$ cat src/polymul_pkg.sv
// Package for the polynomial multiplier: widths, action codes and the
// command/status structs between controller and datapath. No dependencies.
package polymul_pkg;

    localparam int IDX_W          = 5;   // coefficient index and degree width
    localparam int PIDX_W         = 6;   // product index width
    localparam int VAL_W          = 32;  // Q16.16 coefficient width
    localparam int FRAC_W         = 16;  // fractional bits
    localparam int ACC_W          = 72;  // exact sum of up to 32 products
    localparam int IN_DATA_W      = 48;
    localparam int OUT_DATA_W     = 40;
    localparam int ACT_W          = 2;
    localparam int DEF_MAX_DEGREE = 31;

    // Action codes carried on s_tuser
    localparam logic [ACT_W-1:0] ACT_LOAD_A  = 2'd0;
    localparam logic [ACT_W-1:0] ACT_LOAD_B  = 2'd1;
    localparam logic [ACT_W-1:0] ACT_COMPUTE = 2'd2;

    // Controller to datapath
    typedef struct packed {
        logic              load_a;
        logic              load_b;
        logic [IDX_W-1:0]  load_addr;
        logic              issue;      // one product term this cycle
        logic              first;      // first term of a coefficient
        logic              last;       // last term of a coefficient
        logic              last_k;     // coefficient is the last of the run
        logic [IDX_W-1:0]  rd_a;
        logic [IDX_W-1:0]  rd_b;
        logic [PIDX_W-1:0] k;
    } cmd_t;

    // Datapath to controller
    typedef struct packed {
        logic busy;  // terms in flight or a result not yet taken
    } status_t;

endpackage

$ cat src/polymul_dp.sv
// Datapath of the polynomial multiplier: coefficient memories, multiplier,
// wide accumulator, scaling with saturation and output register. Uses polymul_pkg.
module polymul_dp #(
    parameter int MAX_DEGREE = polymul_pkg::DEF_MAX_DEGREE
) (
    input  logic                                 clk,
    input  logic                                 rst_n,
    input  polymul_pkg::cmd_t                    cmd,
    input  logic [polymul_pkg::VAL_W-1:0]        coeff_value,
    output polymul_pkg::status_t                 status,
    output logic                                 m_tvalid,
    input  logic                                 m_tready,
    output logic [polymul_pkg::OUT_DATA_W-1:0]   m_tdata,
    output logic                                 m_tlast
);
    import polymul_pkg::*;

    localparam int DEPTH  = MAX_DEGREE + 1;
    localparam int ADDR_W = $clog2(DEPTH);
    localparam int PROD_W = 2 * VAL_W;
    localparam int SCL_W  = ACC_W - FRAC_W;

    logic [VAL_W-1:0] a_mem [DEPTH];
    logic [VAL_W-1:0] b_mem [DEPTH];
    logic [VAL_W-1:0] a_rd_reg, b_rd_reg;

    logic              s1_valid_reg, s1_first_reg, s1_last_reg, s1_lastk_reg;
    logic [PIDX_W-1:0] s1_k_reg;
    logic              s2_valid_reg, s2_first_reg, s2_last_reg, s2_lastk_reg;
    logic [PIDX_W-1:0] s2_k_reg;
    logic signed [PROD_W-1:0] prod_reg, prod_next;
    logic [ACC_W-1:0]  acc_reg, acc_next, prod_ext;
    logic              fin_valid_reg, fin_lastk_reg;
    logic [PIDX_W-1:0] fin_k_reg;
    logic              out_valid_reg, out_valid_next;
    logic              out_last_reg;
    logic [PIDX_W-1:0] out_k_reg;
    logic [VAL_W-1:0]  out_val_reg, sat_val;
    logic [SCL_W-1:0]  scaled;
    logic [SCL_W-VAL_W:0] scaled_top;

    // Coefficient memories, one write and one registered read each
    always_ff @(posedge clk)
    begin
        if (cmd.load_a)
            a_mem[cmd.load_addr[ADDR_W-1:0]] <= coeff_value;
        if (cmd.load_b)
            b_mem[cmd.load_addr[ADDR_W-1:0]] <= coeff_value;
        a_rd_reg <= a_mem[cmd.rd_a[ADDR_W-1:0]];
        b_rd_reg <= b_mem[cmd.rd_b[ADDR_W-1:0]];
    end

    // Multiply and accumulate
    assign prod_next = $signed(a_rd_reg) * $signed(b_rd_reg);
    assign prod_ext  = {{(ACC_W-PROD_W){prod_reg[PROD_W-1]}}, prod_reg};
    assign acc_next  = s2_first_reg ? prod_ext : (acc_reg + prod_ext);

    // Scale back to Q16.16 and saturate
    assign scaled     = acc_reg[ACC_W-1:FRAC_W];
    assign scaled_top = scaled[SCL_W-1:VAL_W-1];
    always_comb
    begin
        if ((&scaled_top) || !(|scaled_top))
            sat_val = scaled[VAL_W-1:0];
        else if (scaled[SCL_W-1])
            sat_val = {1'b1, {(VAL_W-1){1'b0}}};
        else
            sat_val = {1'b0, {(VAL_W-1){1'b1}}};
    end

    // Output register
    always_comb
    begin
        out_valid_next = out_valid_reg;
        if (fin_valid_reg)
            out_valid_next = 1'b1;
        else if (m_tready)
            out_valid_next = 1'b0;
    end

    // Control flags
    always_ff @(posedge clk or negedge rst_n)
    begin
        if (!rst_n)
        begin
            s1_valid_reg  <= 1'b0;
            s2_valid_reg  <= 1'b0;
            fin_valid_reg <= 1'b0;
            out_valid_reg <= 1'b0;
        end
        else
        begin
            s1_valid_reg  <= cmd.issue;
            s2_valid_reg  <= s1_valid_reg;
            fin_valid_reg <= s2_valid_reg && s2_last_reg;
            out_valid_reg <= out_valid_next;
        end
    end

    // Payload and tags
    always_ff @(posedge clk)
    begin
        s1_first_reg <= cmd.first;
        s1_last_reg  <= cmd.last;
        s1_lastk_reg <= cmd.last_k;
        s1_k_reg     <= cmd.k;
        s2_first_reg <= s1_first_reg;
        s2_last_reg  <= s1_last_reg;
        s2_lastk_reg <= s1_lastk_reg;
        s2_k_reg     <= s1_k_reg;
        prod_reg     <= prod_next;
        if (s2_valid_reg)
            acc_reg <= acc_next;
        fin_lastk_reg <= s2_lastk_reg;
        fin_k_reg     <= s2_k_reg;
        if (fin_valid_reg)
        begin
            out_val_reg  <= sat_val;
            out_k_reg    <= fin_k_reg;
            out_last_reg <= fin_lastk_reg;
        end
    end

    assign status.busy = s1_valid_reg || s2_valid_reg || fin_valid_reg || out_valid_reg;
    assign m_tvalid    = out_valid_reg;
    assign m_tdata     = {{(OUT_DATA_W-PIDX_W-VAL_W){1'b0}}, out_val_reg, out_k_reg};
    assign m_tlast     = out_last_reg;

endmodule

$ cat config.mk
export PLATFORM = sky130hd
export DESIGN_NAME = polymul_dp
export DESIGN_NICKNAME = d
export VERILOG_FILES = /design/src/polymul_pkg.sv /design/src/polymul_dp.sv
export SDC_FILE = /design/constraint.sdc
export NUM_CORES = 2
export LEC_CHECK = 0
export BUFFER_PORTS_ARGS = -buffer_cell sky130_fd_sc_hd__buf_2
export CAP_MARGIN = 10
export CORE_MARGIN = 2
export CORE_UTILIZATION = 40
export DETAILED_ROUTE_END_ITERATION = 16
export HOLD_SLACK_MARGIN = 0.1
export PLACE_DENSITY_LB_ADDON = 0.08
export RECOVER_POWER = 100
export SYNTH_ARGS = -nofsm -noshare
export SYNTH_HDL_FRONTEND = slang
export SYNTH_SLANG_ARGS = --single-unit
export TNS_END_PERCENT = 20
$ cat constraint.sdc
create_clock -name clk -period 8.5 [get_ports clk]
set_clock_uncertainty 0.1 [all_clocks]
set_input_delay 0.425 -clock clk [delete_from_list [all_inputs] [get_ports clk]]
set_output_delay 0.425 -clock clk [all_outputs]
set_load 0.1 [all_outputs]
==> impl_results.md <==
- Root buffer cell: clkbuf_16
- RSZ-0062 raised after global routing: no
- Layout Area Growth over Synthesis: 12.1%
- I/O Buffers: 102
- Initial antenna violation count: 15
- HPWL Detailed: 208,000 µm
- Hold/Removal Path Class: reg -> reg
- Routed wire length: 332,000 µm
- Vias per cell: 5.27
- CP Capture Type: flip-flop
- Synth top area share: 51.6%
- Rows: 205
- TritonRoute pass-1 iters: 7
- Asr flop ratio synth: 0.173%
- Status: complete, but fails checks
- MaxCap Viol Count: 118
- Synth warn: 0
- Routed WL per cell: 26.3 µm
- Max-Slew Margin vs Limit: -237%
- Fin crit share: 96.7%
- Number of fillers in the final layout: 27,464
- Ranking of synthesized cells by area: edfxtp_1, fa_1, mux4_2
- Die ar.: 0.318 mm²
- Final TNS setup: 0 ns
- H-tree levels: 5
- Placer Congestion: 0.826
- Clock latency reported for the late side of the worst-skew pair: 0.87 ns
- Final Hold Fails: 0
- Crit path max fanout: 19
- Synth Flop Type: edfxtp_1
- Critical Path AT: 8.89 ns
- Number of setup violations in the final report: 0
- Most used cell, CP: fa_1
- Mapped Area: 0.126 mm²
- Register area share after synthesis: 54.1%
- Largest net degree at the start of global routing: 102
- Clock transition at path regs: 0.06 ns
- First-pass GRT wire length: 493,000 µm
- Distinct cells, synth: 74
- Slowest CP cell: fa_1
- Least-Margin Pin Slew: 5.05 ns
- Mapped Cells: 8,026
- #FFs+latches synth: 2,316
- Peak Freq: 0.122 GHz
- Fin nets: 9,659
- Remaining Overflow, GRT: 0
- Post-synth EDFFs: 2,159
- Die Y: 564 µm
- Sink Count: 2,316
- DRC viols: 0
- All-layer global routing usage: 21.1%
- CTS tree: built
- WS Path Type: reg -> reg
- Core area: 0.312 mm²
- DR iter-0 viols: 4,560
- Post-CTS setup buffers: 0
- Io pins: 105
- CTS buffer count: 266
- Starting Density: 40.2%
- Vias: 66,544
- Final antenna-violating net count: 0
- CP startpoint kind: flip-flop
- Slowest Stage Delay on Critical Path: 0.71 ns
- Tmin final: 8.22 ns
- Layout cells sized above 1: 15.4%
- Pins over their slew limit: 4,824
- Vias in the first global route: 72,060
- Failing checks: capacitance limit, slew limit
- Post-synth top area cell: edfxtp_1
- Syn Area/Cell: 15.6 µm²
- Worst path required time: 9.17 ns
- Die width: 564 µm
- Clk buf depth: 4
-- cells by family after synthesis --
logic type,synth area share (%)
adders and majority gates,19.8
muxes,12.1
and+or+nand+nor,6.00
buffers and inverters,4.35
other,0.00299
AOI/OAI and AO/OA,2.65
DFF,54.1
xor gates and xnor gates,0.949
-- timing repair --
action / in CTS / in global routing
hold buffers: 27 / 5
hold endpoints to repair: 57 / 124
setup endpoints to repair: 0 / 7
gates resized for setup: 0 / 13
-- layout make-up --
cell class	instances	area, µm²	share of cell area, %
Tap cell	4140	5180	3.68
Multi-Input combinational cell	4261	52500	37.3
Sequential cell	2316	68000	48.3
Inverter	1037	3890	2.77
Antenna cell	5	12.5	0.00889
Timing Repair Buffer	377	2750	1.95
Clock inverter	130	1150	0.819
Clock buffer	349	7240	5.14
-- layout by cell type, fill, tap and decap left out, types with 110 or more instances in the layout --
| master | synthesis | final |
|---|---|---|
| fa_1 | 1083 | 1083 |
| clkbuf_1 | 346 | 229 |
| inv_1 | 1036 | 1036 |
| ha_1 | 255 | 254 |
| o21ai_0 | 175 | 180 |
| nand2_1 | 648 | 648 |
| and2_1 | 517 | 511 |
| a21oi_1 | 160 | 160 |
| clkbuf_16 | 0 | 274 |
| dfxtp_1 | 153 | 143 |
| buf_4 | 2 | 110 |
| edfxtp_1 | 2159 | 2159 |
| mux4_2 | 640 | 640 |
-- worst max-delay path, delay by kind of cell, from the launching register on --
family | cells | cell delay (ns)
compound gates | 5 | 1.41
xor+xnor | 1 | 0.18
fa+ha+maj | 9 | 4.45
buf+inv | 6 | 0.76
flops | 1 | 0.32
simple gates | 5 | 0.91
-- stage by stage --
step                area (µm²)  hold WS, ns  worst slack, ns  std cells  util [%]
CTS                     141000        0.110           0.0660      12600      45.2
detailed placement      133000        0.134           0.0954      12094      42.5
floorplan               126000       0.0294            0.833       8027         -
finish                  141000        0.225            0.278      12615      45.1
global placement        133000        0.130            0.253      12094      42.5
global route            141000        0.231           0.0313      12612      45.1
-- path summary, 6_finish.rpt --
kind | start | end | slack (ns) | cells after the start
setup / recovery | a_rd_reg[9]$_DFF_P_ | prod_reg[62]$_DFF_P_ | 0.28 | 26
hold / removal | s1_k_reg[0]$_DFF_P_ | s2_k_reg[0]$_DFF_P_ | 0.23 | 0
setup reg to reg | a_rd_reg[9]$_DFF_P_ | prod_reg[62]$_DFF_P_ | 0.28 | 26
hold reg to reg | s1_k_reg[0]$_DFF_P_ | s2_k_reg[0]$_DFF_P_ | 0.23 | 0
max in group asynchronous | rst_n | fin_valid_reg$_DFF_PN0_ | 7.75 | 3
min in group asynchronous | rst_n | m_tvalid$_DFFE_PN0P_ | 0.35 | 3
-- cells in the mapped netlist, types with 5 or more instances --
cell type  number
a211oi_1       13
a21o_1         61
a21oi_1       160
a31oi_1        15
and2_1        517
and3_1         18
buf_1          59
buf_2           6
clkbuf_1      346
dfxtp_1       153
edfxtp_1     2159
fa_1         1083
ha_1          255
inv_1        1036
mux2_2         68
mux4_2        640
nand2_1       648
nand2b_1       21
nand3_1        38
nand4_1        44
nor2_1        139
nor2b_1        43
nor3_1         22
nor4_1         15
o211ai_1       10
o21a_1         11
o21ai_0       175
o21ai_1         8
o21bai_1       35
o31ai_1         7
or3_1           5
or4_1           5
xnor2_1        96
xor2_1         40
-- metal layers --
metal,part of all wire (%),GRT usage [%],vias up
met5,0.023,0,-
met4,1.7,3.69,12
met3,4.5,3.06,362
met2,49,35.8,1327
met1,44,29.2,36026
li1,-,-,28817
Power is left out: the tool's default activity adds up to more than one toggle a clock period on the data nets, which glitch-free logic cannot reach.
