==> config.mk <==
export PLATFORM = sky130hd
export DESIGN_NAME = polymul_ctrl
export DESIGN_NICKNAME = d
export VERILOG_FILES = /design/src/polymul_pkg.sv /design/src/polymul_ctrl.sv
export SDC_FILE = /design/constraint.sdc
export NUM_CORES = 1
export LEC_CHECK = 0
export CAP_MARGIN = 30
export CELL_PAD_IN_SITES_DETAIL_PLACEMENT = 1
export CELL_PAD_IN_SITES_GLOBAL_PLACEMENT = 1
export CORE_MARGIN = 1
export CORE_UTILIZATION = 40
export CTS_BUF_LIST = sky130_fd_sc_hd__clkbuf_4
export CTS_CLUSTER_SIZE = 20
export DETAILED_ROUTE_END_ITERATION = 10
export DONT_BUFFER_PORTS = 1
export MAX_ROUTING_LAYER = met4
export PLACE_DENSITY = 0.73
export SETUP_SLACK_MARGIN = 0.15
export SLEW_MARGIN = 40
export SYNTH_ARGS = -nofsm -noshare
export SYNTH_HDL_FRONTEND = slang
export SYNTH_SLANG_ARGS = --single-unit
==> constraint.sdc <==
create_clock -name clk -period 2.89 [get_ports clk]
set_input_delay 0.289 -clock clk [delete_from_list [all_inputs] [get_ports clk]]
set_output_delay 0.289 -clock clk [all_outputs]
set_load 0.03 [all_outputs]
==> src/polymul_pkg.sv <==
// Package for the polynomial multiplier: widths, action codes and the
// command/status structs between controller and datapath. No dependencies.
package polymul_pkg;

    localparam int IDX_W          = 5;   // coefficient index and degree width
    localparam int PIDX_W         = 6;   // product index width
    localparam int VAL_W          = 32;  // Q16.16 coefficient width
    localparam int FRAC_W         = 16;  // fractional bits
    localparam int ACC_W          = 72;  // exact sum of up to 32 products
    localparam int IN_DATA_W      = 48;
    localparam int OUT_DATA_W     = 40;
    localparam int ACT_W          = 2;
    localparam int DEF_MAX_DEGREE = 31;

    // Action codes carried on s_tuser
    localparam logic [ACT_W-1:0] ACT_LOAD_A  = 2'd0;
    localparam logic [ACT_W-1:0] ACT_LOAD_B  = 2'd1;
    localparam logic [ACT_W-1:0] ACT_COMPUTE = 2'd2;

    // Controller to datapath
    typedef struct packed {
        logic              load_a;
        logic              load_b;
        logic [IDX_W-1:0]  load_addr;
        logic              issue;      // one product term this cycle
        logic              first;      // first term of a coefficient
        logic              last;       // last term of a coefficient
        logic              last_k;     // coefficient is the last of the run
        logic [IDX_W-1:0]  rd_a;
        logic [IDX_W-1:0]  rd_b;
        logic [PIDX_W-1:0] k;
    } cmd_t;

    // Datapath to controller
    typedef struct packed {
        logic busy;  // terms in flight or a result not yet taken
    } status_t;

endpackage

==> src/polymul_ctrl.sv <==
// Controller of the polynomial multiplier: input handshake, load commands
// and the term sequencer. Depends on polymul_pkg.
module polymul_ctrl #(
    parameter int MAX_DEGREE = polymul_pkg::DEF_MAX_DEGREE
) (
    input  logic                                 clk,
    input  logic                                 rst_n,
    input  logic                                 s_tvalid,
    output logic                                 s_tready,
    input  logic [polymul_pkg::IN_DATA_W-1:0]    s_tdata,
    input  logic [polymul_pkg::ACT_W-1:0]        s_tuser,
    output polymul_pkg::cmd_t                    cmd,
    input  polymul_pkg::status_t                 status
);
    import polymul_pkg::*;

    typedef enum logic [2:0] {
        S_IDLE  = 3'b001,
        S_ISSUE = 3'b010,
        S_WAIT  = 3'b100
    } state_t;

    localparam logic [IDX_W-1:0] MAX_D = IDX_W'(MAX_DEGREE);

    state_t             state_reg, state_next;
    logic [IDX_W-1:0]   da_reg, da_next, db_reg, db_next;
    logic [PIDX_W-1:0]  dsum_reg, dsum_next;
    logic [PIDX_W-1:0]  k_reg, k_next;
    logic [IDX_W-1:0]   i_reg, i_next;

    logic               accept;
    logic [IDX_W-1:0]   in_index, in_fdeg, in_sdeg, fdeg_c, sdeg_c;
    logic [PIDX_W-1:0]  k_inc, j_full, lo_cur_full, lo_nxt_full;
    logic [IDX_W-1:0]   i_lo, i_lo_nxt, i_hi;

    // Input field unpacking
    assign in_index = s_tdata[4:0];
    assign in_fdeg  = s_tdata[41:37];
    assign in_sdeg  = s_tdata[46:42];
    assign fdeg_c   = (in_fdeg > MAX_D) ? MAX_D : in_fdeg;
    assign sdeg_c   = (in_sdeg > MAX_D) ? MAX_D : in_sdeg;

    assign s_tready = (state_reg == S_IDLE);
    assign accept   = s_tvalid && s_tready;

    // Term bounds: i runs from max(0, k-db) to min(k, da)
    assign k_inc       = k_reg + PIDX_W'(1);
    assign lo_cur_full = k_reg - {1'b0, db_reg};
    assign lo_nxt_full = k_inc - {1'b0, db_reg};
    assign i_lo        = (k_reg > {1'b0, db_reg}) ? lo_cur_full[IDX_W-1:0] : '0;
    assign i_lo_nxt    = (k_inc > {1'b0, db_reg}) ? lo_nxt_full[IDX_W-1:0] : '0;
    assign i_hi        = (k_reg < {1'b0, da_reg}) ? k_reg[IDX_W-1:0] : da_reg;
    assign j_full      = k_reg - {1'b0, i_reg};

    // Sequencer
    always_comb
    begin
        state_next = state_reg;
        da_next    = da_reg;
        db_next    = db_reg;
        dsum_next  = dsum_reg;
        k_next     = k_reg;
        i_next     = i_reg;
        unique case (state_reg)
            S_IDLE:
            begin
                if (accept && s_tuser == ACT_COMPUTE)
                begin
                    da_next    = fdeg_c;
                    db_next    = sdeg_c;
                    dsum_next  = {1'b0, fdeg_c} + {1'b0, sdeg_c};
                    k_next     = '0;
                    i_next     = '0;
                    state_next = S_ISSUE;
                end
            end
            S_ISSUE:
            begin
                i_next = i_reg + IDX_W'(1);
                if (i_reg == i_hi)
                    state_next = S_WAIT;
            end
            S_WAIT:
            begin
                if (!status.busy)
                begin
                    if (k_reg == dsum_reg)
                        state_next = S_IDLE;
                    else
                    begin
                        k_next     = k_inc;
                        i_next     = i_lo_nxt;
                        state_next = S_ISSUE;
                    end
                end
            end
            default:
            begin
                state_next = S_IDLE;
            end
        endcase
    end

    always_ff @(posedge clk or negedge rst_n)
    begin
        if (!rst_n)
            state_reg <= S_IDLE;
        else
            state_reg <= state_next;
    end

    always_ff @(posedge clk)
    begin
        da_reg   <= da_next;
        db_reg   <= db_next;
        dsum_reg <= dsum_next;
        k_reg    <= k_next;
        i_reg    <= i_next;
    end

    // Commands to the datapath
    always_comb
    begin
        cmd.load_a    = accept && (s_tuser == ACT_LOAD_A) && (in_index <= MAX_D);
        cmd.load_b    = accept && (s_tuser == ACT_LOAD_B) && (in_index <= MAX_D);
        cmd.load_addr = in_index;
        cmd.issue     = (state_reg == S_ISSUE);
        cmd.first     = (i_reg == i_lo);
        cmd.last      = (i_reg == i_hi);
        cmd.last_k    = (k_reg == dsum_reg);
        cmd.rd_a      = i_reg;
        cmd.rd_b      = j_full[IDX_W-1:0];
        cmd.k         = k_reg;
    end

endmodule

==> results of run 1 <==
[layout by cell type, fill, tap and decap left out, types with 2 or more instances in the layout]
cell type,n
dfrtp_1,2
and2_1,3
a21oi_1,11
clkbuf_4,6
o211ai_1,2
o21ai_1,2
buf_6,2
o21ai_0,4
a211oi_1,2
nor2b_1,2
inv_2,2
ha_1,24
dlygate4sd3_1,2
a211oi_4,2
nand3_1,7
xnor2_1,20
o21ai_2,2
a21o_1,8
and3_1,2
nor3_1,2
xor2_1,13
edfxtp_1,27
a22o_1,5
nor4bb_1,2
nor2_1,12
inv_1,19
fa_1,3
nand2b_1,4
buf_4,20
nand2_1,10
and4b_1,2
[per-stage QoR]
step                      setup TNS [ns]  area, sq um  setup WS (ns)  std cells
final                             -0.102         2810         -0.102        329
after global routing              -0.297         2810         -0.207        329
after CTS                         -0.110         2760         -0.110        328
after detailed placement               0         2590          0.156        314
after global placement                 0         2590          0.213        314
after floorplan                        0         2470          0.158        245
[synthesized netlist by cell type, types with 3 or more instances]
master,n,area share
xnor2_1,22,0.079
nor2_1,13,0.020
inv_1,21,0.032
a22o_1,5,0.018
o21ai_1,3,0.0061
a21oi_1,11,0.022
nand2b_1,4,0.010
o21ai_0,4,0.0082
nor3_1,3,0.0061
a211oi_1,3,0.0092
nand3_1,7,0.014
xor2_1,13,0.046
buf_2,4,0.0082
nand2_1,10,0.015
ha_1,25,0.13
fa_1,4,0.033
edfxtp_1,27,0.33
clkbuf_1,13,0.020
a21o_1,8,0.025
buf_4,5,0.015
and2_1,4,0.010
[layer usage]
layer | share of wire | global-route usage
met1 | 0.43 | 0.234
met5 | 0 | -
met3 | 0.035 | 0.0341
met2 | 0.52 | 0.368
met4 | 0.0086 | 0.0482
[what timing repair did]
action | in CTS | in global routing
resized for setup | 11 | 7
cloned | 0 | 0
hold buffers | 2 | 0
setup buffers | 4 | 1
pin swaps | 8 | 1
endpoints found under the setup margin | 1 | 7
hold endpoints to repair | 4 | 0
[power breakdown]
part / internal, mW / switching (mW) / leakage, nW
logic: 0.0971 / 0.130 / 0.855
clock network: 0.101 / 0.152 / 0.0331
registers: 0.491 / 0.0143 / 0.288
total: 0.688 / 0.297 / 1.18
[cell type report]
type	count	area [sq um]
Clock buffer	6	45.0
Multi-Input combinational cell	170	1480
Fill cell	651	3120
Inverter	21	78.8
Timing Repair Buffer	25	213
Sequential cell	30	887
Clock inverter	2	8.76
Tap cell	75	93.8
[final timing paths]
path | endpoint | slack, ns
min reg2reg | state_reg[0]$_DFFE_PN1P_ | 0.78
max in group asynchronous | state_reg[0]$_DFFE_PN1P_ | 2.49
min in group asynchronous | state_reg[2]$_DFFE_PN0P_ | 0.18
max reg2reg | i_reg[3]$_DFFE_PP_ | 0.05
max | cmd[18] | -0.10
min | db_reg[1]$_DFFE_PP_ | 0.05
[kinds of logic after synthesis]
kind of cell,synth area share
xor+xnor,0.125
buf+inv,0.0796
compound gates,0.136
mux,0.00408
fa+ha+maj,0.160
flops,0.362
simple gates,0.133
==> metrics.txt, run 1 <==
final HPWL from detailed placement 4660 microns; drt first pass iters 4; PD cells between 300 and 400 nW/um^2; Die Area 6440 sq um; Min-Delay Path Depth 0; Worst EP required 2.60 ns; Largest delay share family, worst path compound AO/OA/AOI/OAI gates; Seq cells post-synth 30; pin count of the biggest net entering global routing 18; Avg Cell Area, Syn 10.0 sq um; Via Count 1771; nets 336; drt total wl 5950 microns; total power 0.985 mW; vias per cell 5.38; clk root buf clkbuf_4; predominant post-synthesis flop cell edfxtp_1; Mapped Area between 2000 and 2500 sq um; clock buffer depth 2; port bufs 0; Clock Sinks 30; Max Freq 334 MHz; Seq/Total Area, Yosys 0.362; htree depth 2; crit-path max FO 3; WP buf/inv 3; Setup Skew 0.0191 ns; Num CTS Buffers 5; chip width 80.3 microns; slowest cell delay on critical path 0.45 ns; Slew @ Worst Pin approximately 0.65 ns; worst r2r src k_reg[0]$_SDFFCE_PP0P_; Synth cell types 49; Rows 28; final number of setup-violating endpoints 1; RD Place Congestion 0.835; total core area 5920 sq um; P_leak roughly 1.2 nW; share of layout cells above drive strength 1 0.213; post-synthesis cell count 245; GRT Residual Overflow 0; Critical Path AT 2.70 ns; Setup crit start k_reg[0]$_SDFFCE_PP0P_; global-route wire length before repair around 9400 microns; peak supply drop 236 uV; GRT Total Usage 0.203; syn nets around 330; Final ANT Viol Nets 0; n_diodes 0; CTS tree built; Final period util 1.04; max_cap viols 0; area grow syn2layout 14.4%; status finished with violations; Async SR Flop Fraction 0.100; initial antenna violation count 0; WS Path Type reg -> out; failing checks setup timing; initial core utilization 0.414; hold_ws 0.0462 ns; CP startpoint kind register; Max Slew Vio Count 0; CP Capture Type output pin; Final Core Density 0.474; Hold/Removal Path Class in -> reg; Final Hold Viols 0; Worst path slowest cell edfxtp_1; max_slew headroom 0.565; # DRC 0; clk_lat worst skew 0.34 ns; vias in the first global route 1884; Tmin final roughly 3.0 ns; worst-case reg-to-reg path depth 9; Die H 80.3 microns; Worst path depth 11; Starting DRT DRC Count 78; unrepaired setup endpoints after global routing yes; clock-pin slew on the worst setup and hold paths around 0.10 ns; final setup margin -0.102 ns; IO Pins 82; Post-synth EDFFs 27; WL per Instance 18.1 microns; CP cell instances inv_2 > ha_4 > inv_2 > fa_2 > a211oi_4 > o221a_2 > o211ai_1 > o211ai_1 > a2bb2oi_2 > a211oi_4 > buf_12; Ys Warns 0; Hold Startpoint s_tdata[43]
Note: power is estimated with default switching activity, not from simulation.
==> inputs of run 2 (changes only) <==
--- a/config.mk
+++ b/config.mk
@@ -8,10 +8,10 @@
 export CAP_MARGIN = 30
 export CELL_PAD_IN_SITES_DETAIL_PLACEMENT = 1
 export CELL_PAD_IN_SITES_GLOBAL_PLACEMENT = 1
+export CORE_ASPECT_RATIO = 1.2
 export CORE_MARGIN = 1
 export CORE_UTILIZATION = 40
 export CTS_BUF_LIST = sky130_fd_sc_hd__clkbuf_4
-export CTS_CLUSTER_SIZE = 20
 export DETAILED_ROUTE_END_ITERATION = 10
 export DONT_BUFFER_PORTS = 1
 export MAX_ROUTING_LAYER = met4
==> run 2 against run 1 <==
  * Register-to-register slack improved by 0.27 ns
  * Maximum frequency rose by 3.2%
  * Clock power fell by 2%
  * Core utilization rose by 0.61 points
  * Flip-flop and latch count did not move
  * Sequential power barely moved
  * Critical path type unchanged
  * Highest routed layer unchanged
  * The flow still finishes with violations (setup timing)
  * Setup slack improved by 0.092 ns
  * Wire length fell by 0.97%
  * Largest cell class unchanged
  * Hold slack got worse by 0.024 ns
==> metrics.txt, run 2 (synthesized netlist as in run 1, its figures left out) <==
IO Pins 82 (unchanged); slowest cell delay on critical path 0.44 ns (about the same); # DRC 0 (unchanged); chip width 73.5 microns (-8.5%); share of layout cells above drive strength 1 0.208 (-0.00460); Slew @ Worst Pin 0.851 ns (+0.200 ns); Num CTS Buffers 5 (unchanged); final setup margin -0.00978 ns (+0.0921 ns); status finished with violations; CTS tree built; Final ANT Viol Nets 0 (unchanged); Final Hold Viols 0 (unchanged); n_diodes 0 (unchanged); final HPWL from detailed placement 4670 microns (+0.36%); Combinational Power Share 0.227 (-0.004); drt first pass iters 4 (unchanged); Max Freq 345 MHz (+3.2%); RD Place Congestion 0.872 (+4.4%); WS Path Type reg -> out; Clk pwr share 0.255 (about the same); GRT Total Usage 0.202 (-0.00119); nets 332 (-1.2%); Net Switching 0.291 mW (-2.1%); most frequent cells in the layout edfxtp_1 (27), ha_1 (23), xnor2_1 (21); hold_ws 0.0222 ns (-0.0240 ns); PD cells 351 nW/um^2 (about the same); port bufs 0 (unchanged); Die H 87.8 microns (+9.3%); Critical Path AT 2.61 ns (-0.09 ns); peak supply drop 278 uV (+18%); vias per cell 5.44 (+1.0%); clk root buf clkbuf_4; total power 0.975 mW (-1.0%); Final period util 1.00 (-0.0319); clock buffer depth 2 (unchanged); Worst path slowest cell ha_1; Worst EP required 2.60 ns (about the same); commonest non-fill, non-tap cell in the layout edfxtp_1; worst r2r src k_reg[0]$_SDFFCE_PP0P_; Seq pwr share 0.518 (+0.005); CP Capture Type output pin; Setup crit start k_reg[2]$_SDFFCE_PP0P_; Max Slew Vio Count 0 (unchanged); htree depth 2 (unchanged); dpl cells 318 (+1.3%); WL per Instance 17.9 microns (-1.3%); max_slew headroom 0.431 (-0.134); final number of setup-violating endpoints 1 (unchanged); Hold/Removal Path Class in -> reg; Hold Startpoint status; Die Area 6450 sq um (about the same); crit-path max FO 6 (+3); vias in the first global route 1887 (+0.16%); Tmin final 2.90 ns (-0.0921 ns); max_cap viols 0 (unchanged); initial antenna violation count 0 (unchanged); Via Count 1795 (+1.4%); Placed Area 2590 sq um (about the same); Rows 30 (+7.1%); GRT Residual Overflow 0 (unchanged); initial core utilization 0.424 (+0.0100); Setup Skew 0.0158 ns (-0.00327 ns); clock-pin slew on the worst setup and hold paths 0.09 ns (about the same); unrepaired setup endpoints after global routing yes; Starting DRT DRC Count 47 (-40%); P_leak 1.15 nW (-1.9%); Top cell by count, worst path xnor2_1; Int Pwr 0.684 mW (-0.60%); area grow syn2layout 13.2%; CP startpoint kind register; fin area 2770 sq um (-1.1%); pin count of the biggest net entering global routing 18 (unchanged); clk_lat worst skew 0.33 ns (about the same); total core area 5780 sq um (-2.4%); global-route wire length before repair 9230 microns (-2.3%); CP cell instances ha_1 > a21oi_1 > o21ai_1 > xnor2_1 > xnor2_1 > nand4b_1 > a211oi_4 > buf_12; Final Core Density 0.480 (+0.00607); failing checks setup timing; filler instances 658 (+1.1%); sw frac 0.298 (-0.00309); drt total wl 5890 microns (-0.97%); Clock Sinks 30 (unchanged); Layout Cells excl Fill 330 (+0.30%)
run 2: changes by cell type in the layout (fill, tap and decap cells not counted), sizes merged:
cell and delta:
buf -3, dlygate4sd3 -1
run 2: cell type report:
type	count	area, sq um	share of cell area
clock buffers	6	45.0	0.0162
clock inverters	2	8.76	0.00316
inverters	21	78.8	0.0284
multi-input cells	170	1480	0.534
flip-flops and latches	30	887	0.320
well taps	80	100	0.0361
repair buffers	21	173	0.0622
run 2: power by group through the flow:
stage                     Sequential [mW]  Combinational [mW]  Clock, mW
after global routing                0.507               0.243      0.269
after detailed placement            0.514               0.205          0
final                               0.505               0.221      0.249
after CTS                           0.504               0.218      0.259
after floorplan                     0.517               0.170          0
after global placement              0.514               0.198          0
run 2: through the flow:
step / setup WS (ns) / TNS (ns)
CTS: -0.138 / -0.138
floorplan: 0.158 / 0
global route: -0.143 / -0.143
finish: -0.00978 / -0.00978
global placement: 0.223 / 0
detailed placement: 0.197 / 0
run 2: per-layer routing:
layer,global-route usage,vias up,routed length (microns)
met5,-,-,0
met2,0.354,49,3030
li1,-,858,-
met4,0.0909,0,154
met3,0.0460,15,289
met1,0.214,873,2420
run 2: final timing paths:
path	endpoint	slack, ns	depth (start not counted)
hold reg to reg	state_reg[0]$_DFFE_PN1P_	0.79	2
setup / recovery	cmd[18]	-0.01	8
min in group asynchronous	state_reg[2]$_DFFE_PN0P_	0.19	1
setup reg to reg	i_reg[3]$_DFFE_PP_	0.32	9
max in group asynchronous	state_reg[0]$_DFFE_PN1P_	2.46	1
hold / removal	state_reg[0]$_DFFE_PN1P_	0.02	1
run 2: timing repair:
item                                   CTS  global route
setup endpoints to repair                2             3
resized for setup                       11             6
hold buffers                             1             0
endpoints found under the hold margin    3             0
pin swaps                                8             6
buffers inserted                         3             0
run 2: critical path, delay by kind of cell, from the launching register on:
kind | cells | cell delay, ns
AO/OA/AOI/OAI | 3 | 0.59
XOR/XNOR | 2 | 0.52
adder cells (fa/ha/maj) | 1 | 0.44
flip-flops | 1 | 0.43
AND/OR/NAND/NOR | 1 | 0.16
buffers and inverters | 1 | 0.15
==> inputs of run 3 (changes only) <==
--- a/config.mk
+++ b/config.mk
@@ -6,8 +6,6 @@
 export NUM_CORES = 1
 export LEC_CHECK = 0
 export CAP_MARGIN = 30
-export CELL_PAD_IN_SITES_DETAIL_PLACEMENT = 1
-export CELL_PAD_IN_SITES_GLOBAL_PLACEMENT = 1
 export CORE_ASPECT_RATIO = 1.2
 export CORE_MARGIN = 1
 export CORE_UTILIZATION = 40
@@ -15,7 +13,7 @@
 export DETAILED_ROUTE_END_ITERATION = 10
 export DONT_BUFFER_PORTS = 1
 export MAX_ROUTING_LAYER = met4
-export PLACE_DENSITY = 0.73
+export PLACE_DENSITY = 0.6
 export SETUP_SLACK_MARGIN = 0.15
 export SLEW_MARGIN = 40
 export SYNTH_ARGS = -nofsm -noshare
==> constraint.sdc (replaced) <==
create_clock -name clk -period 2.3 [get_ports clk]
set_input_delay 0.23 -clock clk [delete_from_list [all_inputs] [get_ports clk]]
set_output_delay 0.23 -clock clk [all_outputs]
set_load 0.03 [all_outputs]
==> run 3 against run 2 <==
  * Critical endpoint unchanged
  * Hold slack gained 0.0020 ns
  * Cell count grew 15%
  * Largest cell class unchanged
  * Non-clock buffer count grew 50
  * The run still ends with setup timing left
  * Final area grew 27%
  * Combinational power grew 70%
  * Clock skew grew 0.0039 ns
  * Via count grew 11%
  * Clock power grew 15%
  * Critical path depth grew 4
==> metrics.txt, run 3 (synthesized netlist as in run 1, its figures left out) <==
RD Place Congestion 0.828 (-5.0%); CP startpoint kind register; max_cap viols 0 (unchanged); share of layout cells above drive strength 1 0.427 (+0.219); final number of setup-violating endpoints 11 (+10); htree depth 2 (unchanged); clk_lat worst skew 0.33 ns (about the same); Rows 30 (unchanged); clock buffer depth 2 (unchanged); Slew @ Worst Pin 0.410 ns (-0.441 ns); Hold/Removal Path Class in -> reg; Final period util 1.25; CP Capture Type output pin; port bufs 0 (unchanged); failing checks setup timing; PD cells 368 nW/um^2 (+4.6%); drt total wl 6260 microns (+6.3%); chip width 73.5 microns (unchanged); most frequent cells in the layout buf_4 (40), edfxtp_1 (27), xnor2_1 (17); sw frac 0.297 (-0.000871); Setup Skew 0.0197 ns (+0.00389 ns); n_diodes 0 (unchanged); Via Count 1997 (+11%); Die Area 6450 sq um (unchanged); Max Slew Vio Count 0 (unchanged); Combinational Power Share 0.290 (+0.063); final HPWL from detailed placement 4350 microns (-6.8%); CTS tree built; peak supply drop 288 uV (+3.9%); vias in the first global route 2067 (+9.5%); Seq pwr share 0.488 (-0.030); Clock Sinks 30 (unchanged); unrepaired setup endpoints after global routing yes; WS Path Type reg -> out; GRT Residual Overflow 0 (unchanged); status finished with violations; TNS Setup -2.72 ns (-2.71 ns); Final Hold Viols 0 (unchanged); global-route wire length before repair 9690 microns (+5.1%); vias per cell 5.26 (-3.4%); P_leak 1.44 nW (+25%); Critical Path AT 2.65 ns (+0.04 ns); Worst EP required 2.07 ns (-0.53 ns); Final Core Density 0.608 (+0.129); clk root buf clkbuf_4; initial core utilization 0.424 (unchanged); # DRC 0 (unchanged); initial antenna violation count 0 (unchanged); Clk pwr share 0.222 (-0.033); total core area 5780 sq um (unchanged); pin count of the biggest net entering global routing 17 (-1); Tmin final 2.88 ns; Net Switching 0.384 mW (+32%); IO Pins 82 (unchanged); crit-path max FO 4 (-2); Die H 87.8 microns (unchanged); WL per Instance 16.5 microns (-7.7%); Starting DRT DRC Count 42 (-11%); hold_ws 0.0242 ns (+0.00198 ns); max_slew headroom 0.725 (+0.294); Int Pwr 0.909 mW (+33%); final setup margin -0.582 ns (-0.573 ns); area grow syn2layout 43.5%; drt first pass iters 4 (unchanged); commonest non-fill, non-tap cell in the layout buf_4; Final ANT Viol Nets 0 (unchanged); Place WS -0.249 ns (-0.446 ns); clock-pin slew on the worst setup and hold paths 0.10 ns (about the same); GRT Total Usage 0.208 (+0.00582); Num CTS Buffers 5 (unchanged); nets 382 (+15%); Max Freq 347 MHz
[run 3: final timing paths]
path	startpoint	slack, ns	cells after the start	endpoint
min in group asynchronous	rst_n	0.14	1	state_reg[2]$_DFFE_PN0P_
max in group asynchronous	rst_n	1.90	1	state_reg[0]$_DFFE_PN1P_
min reg2reg	state_reg[1]$_DFFE_PN0P_	0.80	2	i_reg[0]$_DFFE_PP_
max reg2reg	k_reg[0]$_SDFFCE_PP0P_	-0.32	11	i_reg[4]$_DFFE_PP_
min	status	0.02	1	state_reg[2]$_DFFE_PN0P_
max	k_reg[0]$_SDFFCE_PP0P_	-0.58	12	cmd[18]
[run 3: layout make-up]
| class | count | area (sq um) |
|---|---|---|
| clock buffer | 5 | 37.5 |
| sequential | 30 | 887 |
| multi-input combinational | 170 | 1720 |
| tap | 80 | 100 |
| timing repair buffer | 71 | 673 |
| clock inverter | 3 | 11.3 |
| fill | 476 | 2260 |
| inverter | 21 | 83.8 |
[run 3: what timing repair did]
action / 4_1_cts / 5_1_grt
pin swaps: 34 / 21
buffers inserted: 11 / 8
hold endpoints to repair: 14 / 0
setup endpoints to repair: 14 / 25
hold buffers: 12 / 0
resized for setup: 61 / 17
[run 3: through the flow]
stage          instances  power, mW  area [sq um]
6_report             380       1.29          3520
4_1_cts              372       1.28          3380
5_1_grt              380       1.35          3520
3_3_place_gp         341      0.924          2820
3_5_place_dp         341      0.928          2820
2_1_floorplan        245      0.871          2510
[run 3: routing by layer]
layer / wire, microns / track usage / vias to the layer above / part of all wire
li1: - / - / 955 / -
met1: 2530 / 0.226 / 979 / 0.40
met2: 3340 / 0.386 / 47 / 0.53
met3: 228 / 0.0265 / 16 / 0.036
met4: 164 / 0.0664 / 0 / 0.026
met5: 0 / - / - / 0
[run 3: critical path: stages, from the launching register on]
cell and delay, ns:
edfxtp_1 0.44, inv_2 0.11, ha_4 0.13, inv_2 0.03, fa_2 0.36, a211oi_4 0.27, buf_4 0.16, o21ai_2 0.06
and2_4 0.17, nor3_4 0.11, a311oi_2 0.07, a211oi_4 0.26, buf_12 0.15
[run 3: power groups by stage]
stage	logic [mW]	registers [mW]	clock network (mW)
5_1_grt	0.404	0.634	0.315
3_3_place_gp	0.282	0.641	0
4_1_cts	0.350	0.631	0.295
3_5_place_dp	0.286	0.642	0
2_1_floorplan	0.221	0.650	0
6_report	0.375	0.631	0.286
